===== config.mk =====
export PLATFORM = sky130hd
export DESIGN_NAME = lsem_seq
export DESIGN_NICKNAME = d
export VERILOG_FILES = /design/src/lsem_pkg.sv /design/src/lsem_seq.sv
export SDC_FILE = /design/constraint.sdc
export NUM_CORES = 1
export LEC_CHECK = 0
export BUFFER_PORTS_ARGS = -buffer_cell sky130_fd_sc_hd__buf_2
export CORE_AREA = 5 5 42 44
export CTS_CLUSTER_SIZE = 20
export DETAILED_ROUTE_END_ITERATION = 12
export DIE_AREA = 0 0 47 49
export PLACE_DENSITY_LB_ADDON = 0.3
export SLEW_MARGIN = 30
export SYNTH_ARGS = -nofsm -noshare
export SYNTH_HDL_FRONTEND = slang
export SYNTH_SLANG_ARGS = --single-unit

===== constraint.sdc =====
create_clock -name clk -period 2.38 [get_ports clk]
set_clock_uncertainty 0.2 [all_clocks]
set_input_delay 0.119 -clock clk [delete_from_list [all_inputs] [get_ports clk]]
set_output_delay 0.119 -clock clk [all_outputs]
set_load 0.02 [all_outputs]

===== src/lsem_pkg.sv =====
package lsem_pkg;

	// Fixed field widths
	localparam int SAMPLE_BITS  = 24;
	localparam int COEF_W       = 32;
	localparam int DATA_W       = 32;
	localparam int PROD_W       = COEF_W + DATA_W;
	localparam int ACC_W        = 64;
	localparam int PEAK_W       = 31;
	localparam int CHAN_W       = 3;
	localparam int CFG_IDX_W    = 4;
	localparam int STEP_W       = 4;
	localparam int CHANNELS_DEF = 8;

	// One history word per channel: x1, x2, y1, y2, e1, e2
	localparam int HIST_W = 2 * SAMPLE_BITS + 4 * DATA_W;

	// 1.0 in sample units and the output sample limits
	localparam longint ONE_L  = longint'(1) << (SAMPLE_BITS - 1);
	localparam longint SMAX_L = ONE_L - 1;
	localparam longint SMIN_L = -ONE_L;

	// Rounding offset before the final shift
	localparam logic signed [ACC_W-1:0] RND_HALF = ACC_W'(64'sd8388608);
	localparam int FIN_SHIFT = 24;

	typedef struct packed {
		logic signed [SAMPLE_BITS-1:0] in_sample;
		logic [CHAN_W-1:0]             channel;
		logic                          chunk_end;
	} in_item_t;

	typedef struct packed {
		logic signed [SAMPLE_BITS-1:0] out_sample;
		logic signed [DATA_W-1:0]      excursion;
		logic [PEAK_W-1:0]             peak;
		logic                          over_limit;
	} out_item_t;

	// Configuration register indexes
	typedef enum logic [CFG_IDX_W-1:0] {
		REG_EQ_A1     = 4'd0,
		REG_EQ_A2     = 4'd1,
		REG_EQ_B0     = 4'd2,
		REG_EQ_B1     = 4'd3,
		REG_EQ_B2     = 4'd4,
		REG_MECH_A1   = 4'd5,
		REG_MECH_A2   = 4'd6,
		REG_MECH_GAIN = 4'd7
	} reg_idx_t;

	typedef struct packed {
		logic signed [COEF_W-1:0] eq_a1;
		logic signed [COEF_W-1:0] eq_a2;
		logic signed [COEF_W-1:0] eq_b0;
		logic signed [COEF_W-1:0] eq_b1;
		logic signed [COEF_W-1:0] eq_b2;
		logic signed [COEF_W-1:0] mech_a1;
		logic signed [COEF_W-1:0] mech_a2;
		logic signed [COEF_W-1:0] mech_gain;
	} coef_t;

	// Microcode fields
	typedef enum logic [2:0] {
		SEL_X0, SEL_X1, SEL_X2, SEL_Y0, SEL_Y1, SEL_Y2, SEL_E1, SEL_E2
	} data_sel_t;

	typedef enum logic [1:0] {ACC_HOLD, ACC_LOAD, ACC_ADD, ACC_SUB} acc_op_t;

	typedef enum logic [1:0] {FIN_NONE, FIN_EQ, FIN_EXC} fin_t;

	typedef enum logic [1:0] {COND_NEXT, COND_IN, COND_OUT} cond_t;

	typedef logic [STEP_W-1:0] step_t;

	localparam step_t STEP_HOME = '0;

	typedef struct packed {
		cond_t     cond;
		step_t     target;
		reg_idx_t  coef;
		data_sel_t data;
		acc_op_t   acc;
		logic      half;
		fin_t      fin;
		logic      load_hist;
		logic      emit;
	} ctrl_t;

	typedef struct packed {
		logic in_fire;
		logic out_free;
	} seq_status_t;

	// Control store: one word per step. A product issued at step n is
	// accumulated at step n+1.
	function automatic ctrl_t ucode(step_t s);
		ctrl_t w;
		w = '{cond: COND_NEXT, target: STEP_HOME, coef: REG_EQ_B0, data: SEL_X0,
			acc: ACC_HOLD, half: 1'b0, fin: FIN_NONE, load_hist: 1'b0, emit: 1'b0};
		case (s)
			4'd0: begin
				w.cond = COND_IN;
			end
			4'd1: begin
				w.load_hist = 1'b1;
				w.coef = REG_EQ_B0;
				w.data = SEL_X0;
			end
			4'd2: begin
				w.coef = REG_EQ_B1;
				w.data = SEL_X1;
				w.acc = ACC_LOAD;
			end
			4'd3: begin
				w.coef = REG_EQ_B2;
				w.data = SEL_X2;
				w.acc = ACC_ADD;
			end
			4'd4: begin
				w.coef = REG_EQ_A1;
				w.data = SEL_Y1;
				w.acc = ACC_ADD;
			end
			4'd5: begin
				w.coef = REG_EQ_A2;
				w.data = SEL_Y2;
				w.acc = ACC_SUB;
			end
			4'd6: begin
				w.acc = ACC_SUB;
			end
			4'd7: begin
				w.fin = FIN_EQ;
			end
			4'd8: begin
				w.coef = REG_MECH_GAIN;
				w.data = SEL_Y0;
			end
			4'd9: begin
				w.coef = REG_MECH_GAIN;
				w.data = SEL_Y1;
				w.acc = ACC_LOAD;
			end
			4'd10: begin
				w.coef = REG_MECH_GAIN;
				w.data = SEL_Y2;
				w.acc = ACC_ADD;
				w.half = 1'b1;
			end
			4'd11: begin
				w.coef = REG_MECH_A1;
				w.data = SEL_E1;
				w.acc = ACC_ADD;
			end
			4'd12: begin
				w.coef = REG_MECH_A2;
				w.data = SEL_E2;
				w.acc = ACC_SUB;
			end
			4'd13: begin
				w.acc = ACC_SUB;
			end
			4'd14: begin
				w.fin = FIN_EXC;
			end
			4'd15: begin
				w.cond = COND_OUT;
				w.target = STEP_HOME;
				w.emit = 1'b1;
			end
			default: begin
				w.cond = COND_NEXT;
			end
		endcase
		return w;
	endfunction

endpackage


===== src/lsem_seq.sv =====
module lsem_seq (
	input  logic                  clk,
	input  logic                  arst_n,
	input  lsem_pkg::seq_status_t status,
	output lsem_pkg::ctrl_t       ctrl
);

	import lsem_pkg::*;

	step_t step_q;

	// Fetch the control word of the current step
	assign ctrl = ucode(step_q);

	// Advance, hold on a wait, or jump
	always_ff @(posedge clk or negedge arst_n) begin
		if (!arst_n) begin
			step_q <= STEP_HOME;
		end else begin
			case (ctrl.cond)
				COND_IN: begin
					if (status.in_fire) begin
						step_q <= step_q + 1'b1;
					end
				end
				COND_OUT: begin
					if (status.out_free) begin
						step_q <= ctrl.target;
					end
				end
				default: begin
					step_q <= step_q + 1'b1;
				end
			endcase
		end
	end

	// A transaction is taken only at the home step
	a_fire_home: assert property (@(posedge clk) disable iff (!arst_n)
		status.in_fire |-> step_q == STEP_HOME)
		else $error("input taken away from home step");

endmodule


### Word-level counts from Yosys, hierarchy flattened

Index checks and enable logic that the tools add are counted.

| operators by class | value |
|---|---|
| add/sub/neg operators | 1 |
| equal/unequal tests | 19 |
| mux-type cells | 10 |
| reductions and logical operators | 5 |

Operators with widths:

| kind | number |
|---|---|
| case mux 6 bit (9 select lines) | 1 |
| == test 4 bit, second input constant | 8 |
| == test 4 x 3 -> 1 bit, second input constant | 4 |
| == test 4 x 2 -> 1 bit, second input constant | 2 |
| two-way mux 4 bit | 2 |
| case mux 2 bit (2 select lines) | 2 |
| case mux 4 bit (2 select lines) | 1 |
| OR reduction 4 bit | 2 |
| case mux 2 bit (3 select lines) | 1 |
| adder 4 x 1 -> 4 bit, second input constant | 1 |
| == test 4 x 1 -> 1 bit, second input constant | 1 |
| zero test 4 bit | 1 |
| != test 2 bit, second input constant | 2 |
| two-way mux 1 bit | 3 |
| == test 2 x 1 -> 1 bit, second input constant | 1 |
| == test 2 bit, second input constant | 1 |
| AND reduction 2 bit | 1 |
| OR reduction 2 bit | 1 |

| word-level totals | value |
|---|---|
| bits in registers | 4 |
| input port bits | 4 |
| output and inout port bits | 20 |
| logic and storage cells | 36 |

### Longest topological paths before layout

| logic depth | value |
|---|---|
| depth after elaboration | 5 |
| gate-level depth with buffers | 6 |
| depth with buffers taken out | 5 |

### Worst setup path after synthesis

Ideal clock, no wire load.

| path | value |
|---|---|
| path type | reg-to-output |
| start | reg step_q[0] |
| end | out ctrl[11] (netlist name) |
| arrival time | 1851 ps |
| data required time | 2061 ps |
| path slack | 210 ps |
| stages on the path, launching flop included | 6 |
| path buffers | 0 |
| cells stage by stage | dfrtp_1 > inv_1 > ha_1 > or4_1 > o221a_2 > o221ai_1 |

RTL lines:

| what | RTL line | text |
|---|---|---|
| start, declared | lsem_seq.sv:10 | `step_t step_q;` |
| start signal, assigned | lsem_seq.sv:23 | `step_q <= step_q + 1'b1;` |
| start signal, assigned | lsem_seq.sv:28 | `step_q <= ctrl.target;` |
| start signal, assigned | lsem_seq.sv:32 | `step_q <= step_q + 1'b1;` |
| end, declared | lsem_seq.sv:5 | `output lsem_pkg::ctrl_t ctrl` |

==> results.py <==
metrics = {
    "global_route": {
        "grt_pass1_vias": 546,
        "antenna_found_initial": 0,
        "grt_use_total": 0.134,
        "grt_max_degree": 17,
        "grt_overflow": 0,
        "grt_pass1_wl_um": 2370,
    },
    "critical_path": {
        "r2r_start": "step_q[1]",
        "critPathArrivalTime_ns": 1.95,
        "path_buf_inv": 2,
        "crit_family": "flip-flops",
        "reg2reg_depth": 5,
        "crit_slowest_cell": "dfrtp_2",
        "crit_path_start_kind": "register",
        "worstPathRequired_ns": 2.06,
        "setup.worst_path.end": "ctrl[11]",
        "crit_cells": 6,
        "cp_common_cell": "buf_4",
        "reg2reg_to": "step_q[1]",
        "critPathMaxStageDelay_ns": 0.42,
        "crit_chain": "buf_4 -> ha_1 -> or4_1 -> o221a_2 -> o221ai_1 -> buf_4",
        "r2r_setup_slack_ns": 0.44,
        "cp_max_fo": 7,
        "crit_type": "register to output port",
        "end_kind": "output port",
        "critPathLaunch": "step_q[0]",
    },
    "clock_tree": {
        "cts_tree": "yes",
        "clock_latency_ns": 0.23,
        "cts_inserted_buffers": 3,
        "clock-root-buffer": "clkbuf_4",
        "clock_path_buffers": 2,
        "clock-sinks": 4,
        "clkTransAtPathRegs_ns": 0.03,
        "h-tree-depth": 1,
    },
    "hold_path": {
        "hp-class": "input pin to async pin",
    },
    "cells_and_area": {
        "largest_reg_flops": 4,
        "areaGrowthSynthToFinish_pct": 22.2,
        "antennaDiodeCount": 0,
        "layout-drive-gt1-share": 0.358,
        "top_regs": "step_q: 4 flops",
        "top_register": "step_q",
        "final_nets": 106,
    },
    "die": {
        "rows": 14,
        "die_h_um": 49,
        "num_io_pins": 24,
        "core_area_um2": 1400,
        "start_util": 0.422,
        "fp.dieArea_um2": 2300,
        "die_x_um": 47,
    },
    "routing": {
        "antenna_left": 0,
        "drt_wl_total_um": 1440,
        "viasPerCell": 5.28,
        "via_count": 586,
        "drt-wirelength-per-cell_um": 13.0,
        "first_iter_violations": 7,
        "dr.pass1.iters": 4,
        "drc": 0,
    },
    "synth": {
        "synth_edf_count": 0,
        "ys_seq_area_frac": 0.169,
        "yosys.area.top_type": "dfrtp_1",
        "yosysWarnings": 0,
        "ys.flop_type": "dfrtp_1",
        "synth_area_um2": 592,
        "synth.area.top_cells": "dfrtp_1, ha_1, buf_4, nor2b_1, and2_1",
        "synthArstFlopShare": 1.00,
        "synth_seq_cells": 4,
        "syn_avg_cell_area_um2": 7.89,
        "ys_types": 32,
        "synth_top_cell_area_share": 0.169,
        "synthCells": 75,
    },
    "sta": {
        "grt_setup_unrepaired": "no",
        "fin_crit_ns": 2.27,
        "setup_violations": 0,
        "drv_slew": 0,
        "period_share": 0.954,
        "fmax_ghz": 0.441,
        "hold_viol": 0,
        "tns_ns": 0,
    },
    "place": {
        "io_buffer_count": 18,
        "gp_congestion": 0.808,
        "place_hpwl_um": 1070,
    },
    "run_status": {
        "status": "finished clean",
    },
    "job": {
        "drv_cap": 0,
    },
}
kinds of logic after synthesis:
kind of cell / share of synthesized area
compound gates: 0.275
flops: 0.169
buf+inv: 0.154
fa+ha+maj: 0.106
simple gates: 0.264
other cells: 0.00634
mux: 0.0254
metrics by stage:
stage                     utilization  instances  cell area [um2]  setup slack, ns  hold slack [ns]
after global routing            0.516        111              723          0.00687           0.0414
after floorplan                     -         79              607            0.210           -0.377
final                           0.516        111              723            0.111           0.0259
after global placement          0.479        105              671            0.306           -0.276
after detailed placement        0.479        105              671            0.266           -0.274
after CTS                       0.502        109              703           0.0101           0.0127
worst min-delay path by stage:
stage | from | end | slack, ns | depth (start not counted)
2_1_floorplan | arst_n | step_q[0] | -0.38 | 0
3_3_place_gp | arst_n | step_q[2] | -0.28 | 1
3_5_place_dp | arst_n | step_q[3] | -0.27 | 1
4_1_cts | arst_n | step_q[1] | 0.01 | 2
5_1_grt | arst_n | step_q[1] | 0.04 | 2
6_report | arst_n | step_q[3] | 0.03 | 2
final cells by class:
class                   count  area, um2
fillers                   146        678
multi-input cells          59        415
repair buffers             25        148
flip-flops and latches      4        103
clock buffers               3       22.5
well taps                  16       20.0
inverters                   4       15.0
Yosys cell counts, types with 2 or more instances:
cell type / count
ha_1: 5
dfrtp_1: 4
buf_4: 6
nor2b_1: 5
o21ai_0: 3
clkbuf_1: 4
a221o_1: 2
nand2_1: 3
nor2_1: 5
inv_1: 4
nand3_1: 3
o221ai_1: 2
and2_1: 4
nor3_1: 3
nand2b_1: 3
a21o_1: 2
a22oi_1: 2
layout by cell type (no fill, tap or decap), types with 2 or more instances in the layout:
cell type / count
nand2b_1: 3
a22oi_1: 2
inv_1: 4
ha_1: 5
o221ai_1: 2
dfrtp_2: 2
buf_2: 17
nand2_1: 3
nor2_1: 5
a221o_1: 2
a21o_1: 2
dfrtp_1: 2
o21ai_0: 3
nor2b_1: 5
buf_4: 7
and2_1: 4
nor3_1: 3
clkbuf_4: 3
nand3_1: 3
conb_1: 5
what timing repair did:
action	in CTS	in global routing
resized for setup	0	3
endpoints found under the setup margin	0	1
hold buffers	1	0
setup buffers	0	2
endpoints found under the hold margin	4	0
layer usage:
| metal | GRT usage | vias up | wire (um) |
|---|---|---|---|
| met5 | 0 | - | 0 |
| met4 | 0.0461 | 0 | 0 |
| met3 | 0.0148 | 0 | 84 |
| met2 | 0.215 | 15 | 729 |
| met1 | 0.180 | 269 | 627 |
| li1 | - | 302 | - |
Power is left out: the tool's default activity adds up to more than one toggle a clock period on the data nets, which glitch-free logic cannot reach.
